File: src/sv/ppc_pkg.sv
// types and constants shared by the packet protocol classifier
`default_nettype none

package ppc_pkg;

   // header walk position
   typedef enum logic [2:0] {
      LYR_ETH   = 3'd0,
      LYR_PPPOE = 3'd1,
      LYR_IPV4  = 3'd2,
      LYR_IPV6  = 3'd3,
      LYR_HOP   = 3'd4,
      LYR_TCP   = 3'd5,
      LYR_UDP   = 3'd6,
      LYR_DONE  = 3'd7
   } layer_type;

   typedef logic [4:0] class_type;
   typedef logic [5:0] index_type;

   // packet classes
   localparam class_type CLS_UNKNOWN = 5'd0;
   localparam class_type CLS_ARP     = 5'd1;
   localparam class_type CLS_LLC     = 5'd2;
   localparam class_type CLS_IPV4    = 5'd3;
   localparam class_type CLS_IPV6    = 5'd4;
   localparam class_type CLS_PPPOED  = 5'd5;
   localparam class_type CLS_PPPOES  = 5'd6;
   localparam class_type CLS_LCP     = 5'd7;
   localparam class_type CLS_STP     = 5'd8;
   localparam class_type CLS_ICMP    = 5'd9;
   localparam class_type CLS_IGMP    = 5'd10;
   localparam class_type CLS_ICMPV6  = 5'd11;
   localparam class_type CLS_TCP     = 5'd12;
   localparam class_type CLS_UDP     = 5'd13;
   localparam class_type CLS_HTTP    = 5'd14;
   localparam class_type CLS_DNS     = 5'd15;
   localparam class_type CLS_DHCP    = 5'd16;
   localparam class_type CLS_NTP     = 5'd17;
   localparam class_type CLS_NBNS    = 5'd18;
   localparam class_type CLS_DHCPV6  = 5'd19;
   localparam class_type CLS_SSDP    = 5'd20;
   localparam class_type CLS_MDNS    = 5'd21;
   localparam class_type CLS_LLMNR   = 5'd22;
   localparam class_type CLS_QICQ    = 5'd23;

   // ethertypes and ppp protocols
   localparam logic [15:0] ETYPE_IPV4   = 16'h0800;
   localparam logic [15:0] ETYPE_ARP    = 16'h0806;
   localparam logic [15:0] ETYPE_LLC    = 16'h0004;
   localparam logic [15:0] ETYPE_IPV6   = 16'h86dd;
   localparam logic [15:0] ETYPE_PPPOED = 16'h8863;
   localparam logic [15:0] ETYPE_PPPOES = 16'h8864;
   localparam logic [15:0] ETYPE_STP    = 16'h0069;
   localparam logic [15:0] PPP_IPV4     = 16'h0021;
   localparam logic [15:0] PPP_IPV6     = 16'h0057;
   localparam logic [15:0] PPP_LCP      = 16'hc021;

   // ip protocol numbers
   localparam logic [7:0] PROTO_HOP    = 8'h00;
   localparam logic [7:0] PROTO_ICMP   = 8'h01;
   localparam logic [7:0] PROTO_IGMP   = 8'h02;
   localparam logic [7:0] PROTO_TCP    = 8'h06;
   localparam logic [7:0] PROTO_UDP    = 8'h11;
   localparam logic [7:0] PROTO_ICMPV6 = 8'h3a;

   // well-known ports
   localparam logic [15:0] PORT_HTTP     = 16'd80;
   localparam logic [15:0] PORT_DNS      = 16'd53;
   localparam logic [15:0] PORT_DHCP_SRV = 16'd67;
   localparam logic [15:0] PORT_DHCP_CLI = 16'd68;
   localparam logic [15:0] PORT_NTP      = 16'd123;
   localparam logic [15:0] PORT_NBNS     = 16'd137;
   localparam logic [15:0] PORT_DHCPV6_C = 16'd546;
   localparam logic [15:0] PORT_DHCPV6_S = 16'd547;
   localparam logic [15:0] PORT_SSDP     = 16'd1900;
   localparam logic [15:0] PORT_MDNS     = 16'd5353;
   localparam logic [15:0] PORT_LLMNR    = 16'd5355;
   localparam logic [15:0] PORT_QICQ     = 16'd8000;

   // header length in bytes for each layer
   function automatic index_type hdr_len(input layer_type lyr);
      index_type len;
      case (lyr)
         LYR_ETH:   len = 6'd14;
         LYR_PPPOE: len = 6'd8;
         LYR_IPV4:  len = 6'd20;
         LYR_IPV6:  len = 6'd40;
         LYR_HOP:   len = 6'd8;
         LYR_TCP:   len = 6'd20;
         LYR_UDP:   len = 6'd8;
         default:   len = 6'd0;
      endcase
      return len;
   endfunction

   // stp group destination mac 01:80:c2:00:00:00
   function automatic logic [7:0] stp_mac_byte(input logic [2:0] idx);
      logic [7:0] b;
      case (idx)
         3'd0:    b = 8'h01;
         3'd1:    b = 8'h80;
         3'd2:    b = 8'hc2;
         default: b = 8'h00;
      endcase
      return b;
   endfunction

endpackage

`default_nettype wire

File: src/sv/packet_protocol_classifier_unit.sv
// byte-serial packet header parser and protocol classifier
//
//  channel | ports                                      | direction
//  --------+--------------------------------------------+----------
//  request | req_valid req_ready req_data_byte          | in
//          | req_last_byte                              |
//  result  | rsp_valid rsp_ready rsp_packet_class       | out
//          | rsp_broken                                 |
//
// One request byte per cycle: each byte updates the parser state registers
// directly, and the byte marked last loads the result register in the same cycle.
// A result appears in the cycle after its last byte is taken. The request side stalls only
// while a result is held and rsp_ready is low.
// Synchronous reset returns the parser to the start of an Ethernet header.
`default_nettype none

module packet_protocol_classifier_unit (
   input  wire logic       clock,
   input  wire logic       reset,
   input  wire logic       req_valid,
   output logic            req_ready,
   input  wire logic [7:0] req_data_byte,
   input  wire logic       req_last_byte,
   output logic            rsp_valid,
   input  wire logic       rsp_ready,
   output logic [4:0]      rsp_packet_class,
   output logic            rsp_broken
);

   // parser state
   ppc_pkg::index_type byte_idx_ff, byte_idx_in;
   ppc_pkg::layer_type layer_ff, layer_in;
   logic [15:0]        type_ff, type_in;
   logic               stp_ff, stp_in;
   logic [7:0]         proto_ff, proto_in;
   logic               hop_ff, hop_in;
   logic [15:0]        sport_ff, sport_in;
   logic [15:0]        dport_ff, dport_in;
   ppc_pkg::class_type class_ff, class_in;

   // result register
   logic               rsp_valid_ff, rsp_valid_in;
   ppc_pkg::class_type rsp_class_ff, rsp_class_in;
   logic               rsp_broken_ff, rsp_broken_in;

   // working values after taking the byte
   logic               req_fire;
   ppc_pkg::index_type idx_inc;
   logic [15:0]        type_w, sport_w, dport_w;
   logic [7:0]         proto_w;
   logic               stp_w;
   ppc_pkg::index_type idx_w;
   ppc_pkg::layer_type layer_w;
   ppc_pkg::class_type class_w;
   logic               hop_w;
   ppc_pkg::class_type port_cls;

   // tcp service by port
   function automatic ppc_pkg::class_type tcp_cls(input logic [15:0] p);
      ppc_pkg::class_type c;
      if (p == ppc_pkg::PORT_HTTP) c = ppc_pkg::CLS_HTTP;
      else if (p == ppc_pkg::PORT_DNS) c = ppc_pkg::CLS_DNS;
      else c = ppc_pkg::CLS_UNKNOWN;
      return c;
   endfunction

   // udp service by destination port
   function automatic ppc_pkg::class_type udp_dst_cls(input logic [15:0] p);
      ppc_pkg::class_type c;
      case (p)
         ppc_pkg::PORT_DHCP_SRV, ppc_pkg::PORT_DHCP_CLI: c = ppc_pkg::CLS_DHCP;
         ppc_pkg::PORT_NTP:                             c = ppc_pkg::CLS_NTP;
         ppc_pkg::PORT_NBNS:                            c = ppc_pkg::CLS_NBNS;
         ppc_pkg::PORT_DHCPV6_C, ppc_pkg::PORT_DHCPV6_S: c = ppc_pkg::CLS_DHCPV6;
         ppc_pkg::PORT_SSDP:                            c = ppc_pkg::CLS_SSDP;
         ppc_pkg::PORT_MDNS:                            c = ppc_pkg::CLS_MDNS;
         ppc_pkg::PORT_LLMNR:                           c = ppc_pkg::CLS_LLMNR;
         ppc_pkg::PORT_QICQ:                            c = ppc_pkg::CLS_QICQ;
         default:                                       c = ppc_pkg::CLS_UNKNOWN;
      endcase
      return c;
   endfunction

   // udp service by source port
   function automatic ppc_pkg::class_type udp_src_cls(input logic [15:0] p);
      ppc_pkg::class_type c;
      if (p == ppc_pkg::PORT_DHCP_SRV || p == ppc_pkg::PORT_DHCP_CLI) c = ppc_pkg::CLS_DHCP;
      else if (p == ppc_pkg::PORT_QICQ) c = ppc_pkg::CLS_QICQ;
      else c = ppc_pkg::CLS_UNKNOWN;
      return c;
   endfunction

   // handshake
   assign req_fire  = req_valid && req_ready;
   assign req_ready = !rsp_valid_ff || rsp_ready;
   assign rsp_valid        = rsp_valid_ff;
   assign rsp_packet_class = rsp_class_ff;
   assign rsp_broken       = rsp_broken_ff;

   // capture fields of the current header
   always_comb begin
      type_w  = type_ff;
      proto_w = proto_ff;
      sport_w = sport_ff;
      dport_w = dport_ff;
      stp_w   = stp_ff;
      case (layer_ff)
         ppc_pkg::LYR_ETH: begin
            if (byte_idx_ff < 6'd6 && req_data_byte != ppc_pkg::stp_mac_byte(byte_idx_ff[2:0]))
               stp_w = 1'b0;
            if (byte_idx_ff == 6'd12) type_w = {req_data_byte, 8'h00};
            if (byte_idx_ff == 6'd13) type_w = {type_ff[15:8], req_data_byte};
         end
         ppc_pkg::LYR_PPPOE: begin
            if (byte_idx_ff == 6'd6) type_w = {req_data_byte, 8'h00};
            if (byte_idx_ff == 6'd7) type_w = {type_ff[15:8], req_data_byte};
         end
         ppc_pkg::LYR_IPV4: begin
            if (byte_idx_ff == 6'd9) proto_w = req_data_byte;
         end
         ppc_pkg::LYR_IPV6: begin
            if (byte_idx_ff == 6'd6) proto_w = req_data_byte;
         end
         ppc_pkg::LYR_HOP: begin
            if (byte_idx_ff == 6'd0) proto_w = req_data_byte;
         end
         ppc_pkg::LYR_TCP, ppc_pkg::LYR_UDP: begin
            if (byte_idx_ff == 6'd0) sport_w = {req_data_byte, 8'h00};
            if (byte_idx_ff == 6'd1) sport_w = {sport_ff[15:8], req_data_byte};
            if (byte_idx_ff == 6'd2) dport_w = {req_data_byte, 8'h00};
            if (byte_idx_ff == 6'd3) dport_w = {dport_ff[15:8], req_data_byte};
         end
         default: begin
         end
      endcase
   end

   // transport class, destination port first
   always_comb begin
      if (layer_ff == ppc_pkg::LYR_TCP) begin
         port_cls = tcp_cls(dport_w);
         if (port_cls == ppc_pkg::CLS_UNKNOWN) port_cls = tcp_cls(sport_w);
         if (port_cls == ppc_pkg::CLS_UNKNOWN) port_cls = ppc_pkg::CLS_TCP;
      end else begin
         port_cls = udp_dst_cls(dport_w);
         if (port_cls == ppc_pkg::CLS_UNKNOWN) port_cls = udp_src_cls(sport_w);
         if (port_cls == ppc_pkg::CLS_UNKNOWN) port_cls = ppc_pkg::CLS_UDP;
      end
   end

   // advance within header, classify at its end
   assign idx_inc = byte_idx_ff + 6'd1;

   always_comb begin
      idx_w   = byte_idx_ff;
      layer_w = layer_ff;
      class_w = class_ff;
      hop_w   = hop_ff;
      if (layer_ff != ppc_pkg::LYR_DONE) begin
         if (idx_inc < ppc_pkg::hdr_len(layer_ff)) begin
            idx_w = idx_inc;
         end else begin
            idx_w = 6'd0;
            case (layer_ff)
               ppc_pkg::LYR_ETH: begin
                  layer_w = ppc_pkg::LYR_DONE;
                  case (type_w)
                     ppc_pkg::ETYPE_IPV4: begin
                        class_w = ppc_pkg::CLS_IPV4;
                        layer_w = ppc_pkg::LYR_IPV4;
                     end
                     ppc_pkg::ETYPE_ARP:    class_w = ppc_pkg::CLS_ARP;
                     ppc_pkg::ETYPE_LLC:    class_w = ppc_pkg::CLS_LLC;
                     ppc_pkg::ETYPE_IPV6: begin
                        class_w = ppc_pkg::CLS_IPV6;
                        layer_w = ppc_pkg::LYR_IPV6;
                     end
                     ppc_pkg::ETYPE_PPPOED: class_w = ppc_pkg::CLS_PPPOED;
                     ppc_pkg::ETYPE_PPPOES: begin
                        class_w = ppc_pkg::CLS_PPPOES;
                        layer_w = ppc_pkg::LYR_PPPOE;
                     end
                     ppc_pkg::ETYPE_STP:
                        class_w = stp_w ? ppc_pkg::CLS_STP : ppc_pkg::CLS_UNKNOWN;
                     default:               class_w = ppc_pkg::CLS_UNKNOWN;
                  endcase
               end
               ppc_pkg::LYR_PPPOE: begin
                  layer_w = ppc_pkg::LYR_DONE;
                  case (type_w)
                     ppc_pkg::PPP_IPV4: begin
                        class_w = ppc_pkg::CLS_IPV4;
                        layer_w = ppc_pkg::LYR_IPV4;
                     end
                     ppc_pkg::PPP_IPV6: begin
                        class_w = ppc_pkg::CLS_IPV6;
                        layer_w = ppc_pkg::LYR_IPV6;
                     end
                     ppc_pkg::PPP_LCP: class_w = ppc_pkg::CLS_LCP;
                     default:          class_w = ppc_pkg::CLS_PPPOES;
                  endcase
               end
               ppc_pkg::LYR_IPV4: begin
                  layer_w = ppc_pkg::LYR_DONE;
                  case (proto_w)
                     ppc_pkg::PROTO_ICMP: class_w = ppc_pkg::CLS_ICMP;
                     ppc_pkg::PROTO_IGMP: class_w = ppc_pkg::CLS_IGMP;
                     ppc_pkg::PROTO_TCP: begin
                        class_w = ppc_pkg::CLS_TCP;
                        layer_w = ppc_pkg::LYR_TCP;
                     end
                     ppc_pkg::PROTO_UDP: begin
                        class_w = ppc_pkg::CLS_UDP;
                        layer_w = ppc_pkg::LYR_UDP;
                     end
                     default:             class_w = ppc_pkg::CLS_IPV4;
                  endcase
               end
               ppc_pkg::LYR_IPV6, ppc_pkg::LYR_HOP: begin
                  layer_w = ppc_pkg::LYR_DONE;
                  case (proto_w)
                     // one hop-by-hop header is skipped, a second one ends the walk
                     ppc_pkg::PROTO_HOP: begin
                        class_w = ppc_pkg::CLS_IPV6;
                        if (!hop_ff) begin
                           hop_w   = 1'b1;
                           layer_w = ppc_pkg::LYR_HOP;
                        end
                     end
                     ppc_pkg::PROTO_ICMPV6: class_w = ppc_pkg::CLS_ICMPV6;
                     ppc_pkg::PROTO_TCP: begin
                        class_w = ppc_pkg::CLS_TCP;
                        layer_w = ppc_pkg::LYR_TCP;
                     end
                     ppc_pkg::PROTO_UDP: begin
                        class_w = ppc_pkg::CLS_UDP;
                        layer_w = ppc_pkg::LYR_UDP;
                     end
                     default:               class_w = ppc_pkg::CLS_IPV6;
                  endcase
               end
               default: begin
                  class_w = port_cls;
                  layer_w = ppc_pkg::LYR_DONE;
               end
            endcase
         end
      end
   end

   // next state: hold, advance, or restart after the last byte
   always_comb begin
      byte_idx_in   = byte_idx_ff;
      layer_in      = layer_ff;
      type_in       = type_ff;
      stp_in        = stp_ff;
      proto_in      = proto_ff;
      hop_in        = hop_ff;
      sport_in      = sport_ff;
      dport_in      = dport_ff;
      class_in      = class_ff;
      rsp_valid_in  = rsp_valid_ff && !rsp_ready;
      rsp_class_in  = rsp_class_ff;
      rsp_broken_in = rsp_broken_ff;
      if (req_fire) begin
         if (req_last_byte) begin
            rsp_valid_in  = 1'b1;
            rsp_class_in  = class_w;
            rsp_broken_in = (layer_w != ppc_pkg::LYR_DONE) && (idx_w != 6'd0);
            byte_idx_in   = 6'd0;
            layer_in      = ppc_pkg::LYR_ETH;
            type_in       = 16'h0000;
            stp_in        = 1'b1;
            proto_in      = 8'h00;
            hop_in        = 1'b0;
            sport_in      = 16'h0000;
            dport_in      = 16'h0000;
            class_in      = ppc_pkg::CLS_UNKNOWN;
         end else begin
            byte_idx_in = idx_w;
            layer_in    = layer_w;
            type_in     = type_w;
            stp_in      = stp_w;
            proto_in    = proto_w;
            hop_in      = hop_w;
            sport_in    = sport_w;
            dport_in    = dport_w;
            class_in    = class_w;
         end
      end
   end

   // registers
   always_ff @(posedge clock) begin
      if (reset) begin
         byte_idx_ff  <= 6'd0;
         layer_ff     <= ppc_pkg::LYR_ETH;
         type_ff      <= 16'h0000;
         stp_ff       <= 1'b1;
         proto_ff     <= 8'h00;
         hop_ff       <= 1'b0;
         sport_ff     <= 16'h0000;
         dport_ff     <= 16'h0000;
         class_ff     <= ppc_pkg::CLS_UNKNOWN;
         rsp_valid_ff <= 1'b0;
      end else begin
         byte_idx_ff  <= byte_idx_in;
         layer_ff     <= layer_in;
         type_ff      <= type_in;
         stp_ff       <= stp_in;
         proto_ff     <= proto_in;
         hop_ff       <= hop_in;
         sport_ff     <= sport_in;
         dport_ff     <= dport_in;
         class_ff     <= class_in;
         rsp_valid_ff <= rsp_valid_in;
      end
      rsp_class_ff  <= rsp_class_in;
      rsp_broken_ff <= rsp_broken_in;
   end

endmodule

`default_nettype wire
File: config.mk
export PLATFORM = sky130hd
export DESIGN_NAME = packet_protocol_classifier_unit
export DESIGN_NICKNAME = d
export VERILOG_FILES = /design/src/sv/ppc_pkg.sv /design/src/sv/packet_protocol_classifier_unit.sv
export SDC_FILE = /design/constraint.sdc
export NUM_CORES = 1
export LEC_CHECK = 0
export BUFFER_PORTS_ARGS = -buffer_cell sky130_fd_sc_hd__buf_4
export CORE_ASPECT_RATIO = 1.75
export CORE_MARGIN = 4
export CORE_UTILIZATION = 30
export CTS_CLUSTER_DIAMETER = 50
export DETAILED_ROUTE_END_ITERATION = 10
export HOLD_SLACK_MARGIN = 0.12
export PLACE_DENSITY_LB_ADDON = 0.08
export SYNTH_ARGS = -nofsm -noshare
export SYNTH_HDL_FRONTEND = slang
export SYNTH_SLANG_ARGS = --single-unit
File: constraint.sdc
create_clock -name clock -period 6.6 [get_ports clock]
set_clock_uncertainty 0.1 [all_clocks]
set_input_delay 0.66 -clock clock [delete_from_list [all_inputs] [get_ports clock]]
set_output_delay 0.66 -clock clock [all_outputs]
set_load 0.02 [all_outputs]
==> flow_metrics.tcl, run 1 <==
set metrics [dict create \
    viasPerCell 6.41 \
    r2r_end "rsp_packet_class[2]" \
    cpPeakStageDelay_ps 1030 \
    cap_violations 0 \
    slew_headroom_pct 18.9 \
    yosysSeqAreaShare_pct 27.1 \
    crit_end "rsp_packet_class[2]" \
    cp_data_required_time_ps 6580 \
    reg2reg_depth 9 \
    syn_area_um2 6070 \
    synth-async-reset-ratio_pct 0 \
    wl_per_cell_um 25.2 \
    start_kind "register" \
    p_per_area_nw_per_um2 161 \
    post_synth.cell_area_avg_um2 7.61 \
    path_class "register to register" \
    postCtsSetupBuffers 0 \
    setup_viol 0 \
    cts-root-buf "clkbuf_16" \
    power_uw 1060 \
    port_buffers 20 \
    tightest_slew_ps 1210 \
    numCtsBuffers 9 \
    cts.htree.levels 3 \
    cp_slowest_cell "a222oi_1" \
    dpl.hpwl_mm 18.9 \
    initial_core_util_pct 30.6 \
    grt_pass1_vias 6558 \
    io_pins 21 \
    fmax_ghz 0.189 \
    synth_area_leaders "dfxtp_1, nor2_1, a22oi_1" \
    use_met3_pct 2.87 \
    cts_resized 0 \
    cp_cell_sequence "nor3b_2 > nand4_1 > a222oi_1 > nor3b_1 > a32o_1 > nor4_2 > nand2_1 > nor4b_1 > o21ai_0" \
    antennaDiodeCount 0 \
    final_nets 796 \
    yosysTopAreaCellShare_pct 24.1 \
    hp-class "register to register" \
    grt_usage_pct 23.2 \
    hold_buffers 0 \
    rsz0062_at_grt "no" \
    cp-startpoint "layer_ff[2]" \
    period_share_pct 80.4 \
    gp_congestion 0.918 \
    yosysMostFrequentCell "nor2_1" \
    fin_crit_ps 5300 \
    die_h_um 196 \
    syn_nets 818 \
    clkSlewWorstSetupHoldPaths_ps 70 \
    ys_types 87 \
    worstSetupPathDepth 9 \
    placementRows 68 \
    synth_cells 797 \
    ys_top_cells_by_count "nor2_1, dfxtp_1, a22oi_1" \
    grt_overflow_total 0 \
    crit_fanout 22 \
    status "complete, no violations" \
    antenna_left 0 \
    end_kind "register" \
    drive_gt1_share_pct 10.1 \
    clock_latency_ps 360 \
    dieArea_um2 22600 \
    core_region_area_um2 19800 \
    antenna_found_initial 0 \
    area_growth_pct 8.31 \
    final_util_pct 33.1 \
    arrival_ps 5290 \
    synth_edf_count 6 \
    synth_top_area_cell "dfxtp_1" \
    grt-busiest-layer "met2" \
    yosys_warnings 0 \
    vdd_drop_max_v 0.000102 \
    crit-reg2reg-launch "layer_ff[2]" \
    cts_tree "built" \
    setup_slack_ps 1300 \
    num_vias 6573 \
    wl_mm 25.8 \
    clk_path_buf_depth 2 \
    die_x_um 115 \
    clock-sinks 79 \
    critPathBufInv 0 \
    synth_seq_cells 79 \
    slew_violations 0 \
    synth-main-ff-cell "dfxtp_1" \
    critical_path.top_delay_family "simple AND/OR/NAND/NOR gates" \
    grt_max_degree 73 \
    grt_util_met2_pct 41.4 \
    use_met1_pct 26.0 \
    grt_pass1_wl_mm 39.7 \
    drc_errors 0 \
    tns_ps 0 \
    hold_violations 0 \
    r2r_slack_ps 1300 \
    drtIter0Drc 674 \
    place_ws_ps 1450 \
    p_leak_uw 0.00229 \
    dr.pass1.iters 5 \
]
-- cells by family (layout without fill, tap and decap cells) --
| kind of cell | after synthesis | count (layout) | share of synthesized area [%] |
|---|---|---|---|
| xor gates and xnor gates | 8 | 8 | 1.16 |
| and+or+nand+nor | 366 | 366 | 32.4 |
| muxes | 16 | 16 | 2.78 |
| adders and majority gates | 8 | 8 | 1.65 |
| AOI/OAI and AO/OA | 246 | 246 | 29.6 |
| buffers and inverters | 74 | 57 | 5.34 |
| DFF | 79 | 79 | 27.1 |
-- worst min path at each step --
stage	end	depth (start not counted)	start
6_report	class_ff[4]	2	class_ff[4]
5_1_grt	class_ff[4]	2	class_ff[4]
4_1_cts	class_ff[4]	2	class_ff[4]
3_5_place_dp	class_ff[4]	2	class_ff[4]
3_3_place_gp	class_ff[4]	2	class_ff[4]
2_1_floorplan	class_ff[4]	2	class_ff[4]
-- routing by layer --
layer | wire [um] | part of all wire, %
met1 | 9860 | 38
met3 | 1120 | 4.3
met5 | 0 | 0
met2 | 13500 | 52
met4 | 1310 | 5.1
-- sequential cells by signal, summed over array words and instances, names as in the netlist --
signal            cells
class_ff              5
rsp_broken            1
rsp_valid             1
byte_idx_ff           6
rsp_packet_class      5
sport_ff             16
hop_ff                1
proto_ff              8
dport_ff             16
type_ff              16
stp_ff                1
layer_ff              3
-- tightest hold or removal path: stages (launching register included) --
cell,delay (ps)
dfxtp_1,310
nand2_1,50
a21oi_1,50
-- per-stage QoR --
stage                     cell area (um2)  hold WS, ps  std cells
after floorplan                      6070          332        797
after global placement               6300          342       1009
after detailed placement             6300          351       1009
after CTS                            6570          359       1025
after global routing                 6570          393       1025
final                                6570          357       1025
-- final cells by class --
class | count | area [um2]
clock buffer | 10 | 229
clock inverter | 6 | 38.8
fill | 2166 | 13300
inverter | 16 | 60.1
multi-input combinational | 644 | 4110
sequential | 79 | 1640
tap | 245 | 307
timing repair buffer | 25 | 188
-- report_power, final --
group          switching, uW  total [uW]  leakage (uW)  internal (uW)
Sequential              2.00         487      0.000646            485
Combinational           73.3        93.4       0.00152           20.1
Clock                    225         479      0.000128            254
-- cell usage in the layout, fill, tap and decap left out, types with 9 or more instances in the layout --
cell       synthesis  final
nor2_1           127    127
dfxtp_1           73     73
a22oi_1           60     60
nand2_1           45     45
o21ai_0           34     34
a21oi_1           34     34
nand3_1           28     28
nand4_1           27     27
buf_4              2     25
nor3_1            23     23
inv_1             16     16
and3_1            16     16
nor4_1            13     13
a22o_1            11     11
mux2i_1           11     11
and2_1            10     10
a32oi_1            9      9
clkbuf_16          0      9
Note: power is estimated with default switching activity, not from simulation.
==> run 2, diff against run 1 <==
==> constraint.sdc (replaced) <==
create_clock -name clock -period 5.05 [get_ports clock]
set_clock_uncertainty 0.1 [all_clocks]
set_input_delay 0.505 -clock clock [delete_from_list [all_inputs] [get_ports clock]]
set_output_delay 0.505 -clock clock [all_outputs]
set_load 0.02 [all_outputs]
==> flow_metrics.tcl, run 2 (synthesis results as in run 1) <==
set metrics [dict create \
    cts.htree.levels 3 \
    placementRows 68 \
    period_share_pct 89.9 \
    crit-reg2reg-launch "byte_idx_ff[2]" \
    num_vias 6584 \
    fin_crit_ps 4540 \
    final_cell_count_no_fill 1038 \
    slew_headroom_pct 27.5 \
    numCtsBuffers 9 \
    grt_pass1_wl_mm 38.6 \
    cp_slowest_cell "dfxtp_1" \
    core_region_area_um2 19800 \
    p_comb_share_pct 9.1 \
    grt_pass1_vias 6395 \
    clk_path_buf_depth 2 \
    grt_max_degree 73 \
    p_per_area_nw_per_um2 207 \
    die_h_um 196 \
    io_pins 21 \
    layout_commonest_cell "nor2_1" \
    clock_latency_ps 360 \
    cpPeakStageDelay_ps 760 \
    grt_usage_pct 22.3 \
    setup_viol 0 \
    antenna_left 0 \
    clock-sinks 79 \
    top_regs "dport_ff (16), sport_ff (16), type_ff (16)" \
    hp-start "class_ff[4]" \
    seq_area_um2 1640 \
    dpl.hpwl_mm 18.4 \
    gp_congestion 0.970 \
    tns_ps 0 \
    grt_overflow_total 0 \
    antenna_found_initial 0 \
    path_class "register to register" \
    fill_cells 2147 \
    area_growth_pct 9.92 \
    switching_share_pct 28.0 \
    clkPwrFrac_pct 44.8 \
    dieArea_um2 22600 \
    cap_violations 0 \
    antennaDiodeCount 0 \
    pwr-share-seq_pct 46.1 \
    cp-startpoint "byte_idx_ff[2]" \
    fmax_ghz 0.220 \
    p_int_uw 993 \
    arrival_ps 4550 \
    cts_tree "built" \
    status "complete, no violations" \
    drive_gt1_share_pct 11.5 \
    slew_violations 0 \
    postCtsSetupBuffers 0 \
    wl_mm 25.3 \
    clkSlewWorstSetupHoldPaths_ps 70 \
    tightest_slew_ps 1080 \
    multi_input_area_um2 4110 \
    critical_path.top_delay_family "simple AND/OR/NAND/NOR gates" \
    hold_buffers 0 \
    p_leak_uw 0.00235 \
    cp_cell_sequence "nor2b_1 > a32o_1 > nand2_1 > o21ai_0 > nand4_1 > or4_1 > a221oi_1 > and3_1 > o21ai_1" \
    port_buffers 20 \
    viasPerCell 6.34 \
    cts_resized 0 \
    drtIter0Drc 693 \
    end_kind "register" \
    drc_errors 0 \
    rsz0062_at_grt "no" \
    die_x_um 115 \
    final_nets 809 \
    vdd_drop_max_v 0.000157 \
    final_cell_mix "nor2_1, dfxtp_1, a22oi_1" \
    cp_data_required_time_ps 5060 \
    crit_fanout 18 \
    initial_core_util_pct 30.6 \
    hold_violations 0 \
    start_kind "register" \
    hp-class "register to register" \
    dr.pass1.iters 5 \
    critPathBufInv 0 \
    wl_per_cell_um 24.4 \
    cts-root-buf "clkbuf_16" \
    switchingPower_uw 387 \
    dp.cells 1022 \
]
[run 2: cell type report]
cell class	count	share of cell area (%)
Clock inverter	5	0.525
Inverter	16	0.901
Timing Repair Buffer	38	4.28
Multi-Input combinational cell	644	61.6
Clock buffer	11	3.49
Sequential cell	79	24.6
Tap cell	245	4.60
[run 2: worst paths after layout]
| kind | to | slack [ps] | depth (start not counted) |
|---|---|---|---|
| setup reg to reg | rsp_packet_class[1] | 510 | 9 |
| hold / removal | class_ff[4] | 360 | 2 |
| hold reg to reg | class_ff[4] | 360 | 2 |
| setup / recovery | rsp_packet_class[1] | 510 | 9 |
[run 2: through the flow]
stage | power (uW) | instance area, um2 | utilization [%] | setup slack (ps) | hold slack (ps)
2_1_floorplan | 719 | 6070 | - | 1500 | 332
3_3_place_gp | 776 | 6400 | 32.3 | 564 | 345
3_5_place_dp | 776 | 6400 | 32.3 | 548 | 361
4_1_cts | 1400 | 6670 | 33.6 | 536 | 368
5_1_grt | 1430 | 6670 | 33.6 | 196 | 403
6_report | 1380 | 6670 | 33.6 | 508 | 361
[run 2: worst register-to-register path: stages, from the launching register on]
cell and delay [ps]:
dfxtp_1 760, nor2b_1 630, a32o_1 380, nand2_1 150, o21ai_0 500, nand4_1 380, or4_1 610, a221oi_1 410
and3_1 300, o21ai_1 80
[run 2: power groups by stage]
stage | clock, uW | combinational (uW) | sequential (uW)
3_5_place_dp | 0 | 125 | 650
5_1_grt | 658 | 133 | 636
4_1_cts | 638 | 125 | 636
2_1_floorplan | 0 | 66.7 | 652
3_3_place_gp | 0 | 126 | 650
6_report | 619 | 125 | 636
[run 2: per-layer routing]
| metal | part of all wire (%) | global-route usage [%] |
|---|---|---|
| met1 | 40 | 25.7 |
| met2 | 49 | 37.9 |
| met3 | 5.0 | 4.07 |
| met4 | 5.8 | 13.1 |
| met5 | 0 | 0 |
==> run 3, diff against run 2 <==
--- a/config.mk
+++ b/config.mk
@@ -8,7 +8,7 @@
 export BUFFER_PORTS_ARGS = -buffer_cell sky130_fd_sc_hd__buf_4
 export CORE_ASPECT_RATIO = 1.75
 export CORE_MARGIN = 4
-export CORE_UTILIZATION = 30
+export CORE_UTILIZATION = 50
 export CTS_CLUSTER_DIAMETER = 50
 export DETAILED_ROUTE_END_ITERATION = 10
 export HOLD_SLACK_MARGIN = 0.12
==> flow_metrics.tcl, run 3 (synthesis results as in run 1) <==
set metrics [dict create \
    cap_violations 0 \
    grt_pass1_wl_mm 35.9 \
    antenna_left 0 \
    port_buffers 20 \
    area_growth_pct 7.76 \
    crit_fanout 12 \
    final_nets 806 \
    grt_pass1_vias 6546 \
    start_kind "register" \
    period_share_pct 88.7 \
    hold_buffers 0 \
    initial_core_util_pct 50.8 \
    r2r_end "rsp_packet_class[1]" \
    place_area_um2 6240 \
    dieArea_um2 14000 \
    drtIter0Drc 648 \
    p_per_area_nw_per_um2 213 \
    hold_violations 0 \
    fin_crit_ps 4480 \
    dpl.hpwl_mm 17.0 \
    grt_usage_pct 32.8 \
    wl_mm 23.2 \
    cts-root-buf "clkbuf_16" \
    clkSlewWorstSetupHoldPaths_ps 70 \
    fill_cells 1188 \
    hp-class "register to register" \
    rsz0062_at_grt "no" \
    cts.htree.levels 3 \
    clock-sinks 79 \
    setup_viol 0 \
    gp_congestion 1.02 \
    postCtsSetupBuffers 0 \
    p_leak_uw 0.00235 \
    antenna_found_initial 0 \
    core_region_area_um2 11900 \
    io_pins 21 \
    status "complete, no violations" \
    crit-reg2reg-launch "byte_idx_ff[0]" \
    tightest_slew_ps 857 \
    final_cell_mix "nor2_1, dfxtp_1, a22oi_1" \
    wl_per_cell_um 25.0 \
    cpPeakStageDelay_ps 690 \
    dp.cells 911 \
    die_h_um 154 \
    placementRows 53 \
    path_class "register to register" \
    drc_errors 0 \
    layout_commonest_cell "nor2_1" \
    tns_ps 0 \
    drive_gt1_share_pct 11.4 \
    r2r_slack_ps 570 \
    slew_headroom_pct 42.5 \
    cp_cell_sequence "inv_1 > ha_1 > nor4b_4 > a32o_1 > nand2_1 > o21ai_0 > nand4_1 > or4_1 > a221oi_1 > and3_1 > o21ai_1" \
    critical_path.top_delay_family "simple AND/OR/NAND/NOR gates" \
    cts_resized 0 \
    slew_violations 0 \
    cts_tree "built" \
    die_x_um 91.3 \
    top_regs "dport_ff (16), sport_ff (16), type_ff (16)" \
    viasPerCell 7.22 \
    grt_overflow_total 0 \
    hp-start "class_ff[4]" \
    vdd_drop_max_v 0.000200 \
    reg2reg_depth 11 \
    clk_path_buf_depth 2 \
    fmax_ghz 0.223 \
    holdPathStages 2 \
    cp_data_required_time_ps 5050 \
    final_cell_count_no_fill 927 \
    num_vias 6689 \
    final_util_pct 54.8 \
    finish.instance_area_um2 6540 \
    arrival_ps 4480 \
    dr.pass1.iters 7 \
    numCtsBuffers 9 \
    clock_latency_ps 340 \
    end_kind "register" \
    grt_max_degree 73 \
    hold_end "class_ff[4]" \
    cp_slowest_cell "o21ai_0" \
    critPathBufInv 1 \
    antennaDiodeCount 0 \
]
run 3: cell count changes in the layout (fill, tap and decap cells not counted):
cell        delta
buf_4          -3
inv_4          +1
clkinv_2       -1
inv_6          +4
nor4b_2        -1
clkinvlp_4     -3
inv_8          +1
clkbuf_1       -2
nor4b_4        +1
run 3: per-layer routing:
layer / part of all wire [%] / global-route usage [%]
met2: 51 / 58.4
met4: 7.7 / 23.2
met3: 5.9 / 4.50
met5: 0 / 0
met1: 36 / 35.1
run 3: tightest hold or removal path: stages, from the launching register on:
cell and delay (ps):
dfxtp_1 320, nand2_1 60, a21oi_1 60
run 3: worst max path at each step:
stage                         startpoint             endpoint  depth (start not counted)
final                     byte_idx_ff[0]  rsp_packet_class[1]                         11
after global routing      byte_idx_ff[0]  rsp_packet_class[1]                         11
after CTS                 byte_idx_ff[0]  rsp_packet_class[1]                         11
after detailed placement  byte_idx_ff[0]  rsp_packet_class[1]                         11
after global placement    byte_idx_ff[0]  rsp_packet_class[1]                         11
after floorplan           byte_idx_ff[1]           rsp_broken                         12
run 3: report_power, final:
part,total [uW],internal (uW),switching (uW)
logic,118,26.5,91.2
registers,636,633,2.59
clock network,638,344,294
run 3: layout make-up:
type / count / area, um2 / share of cell area [%]
flip-flops and latches: 79 / 1640 / 25.1
clock buffers: 9 / 225 / 3.45
clock inverters: 7 / 60.1 / 0.919
multi-input cells: 644 / 4120 / 63.0
inverters: 16 / 60.1 / 0.919
repair buffers: 35 / 263 / 4.02
well taps: 137 / 171 / 2.62
run 3: stage by stage:
step                      setup WS, ps  hold WS (ps)  power [uW]
after global routing               244           409        1440
after floorplan                   1500           332         719
after detailed placement           400           368         764
final                              569           377        1390
after CTS                          403           377        1400
after global placement             582           345         764
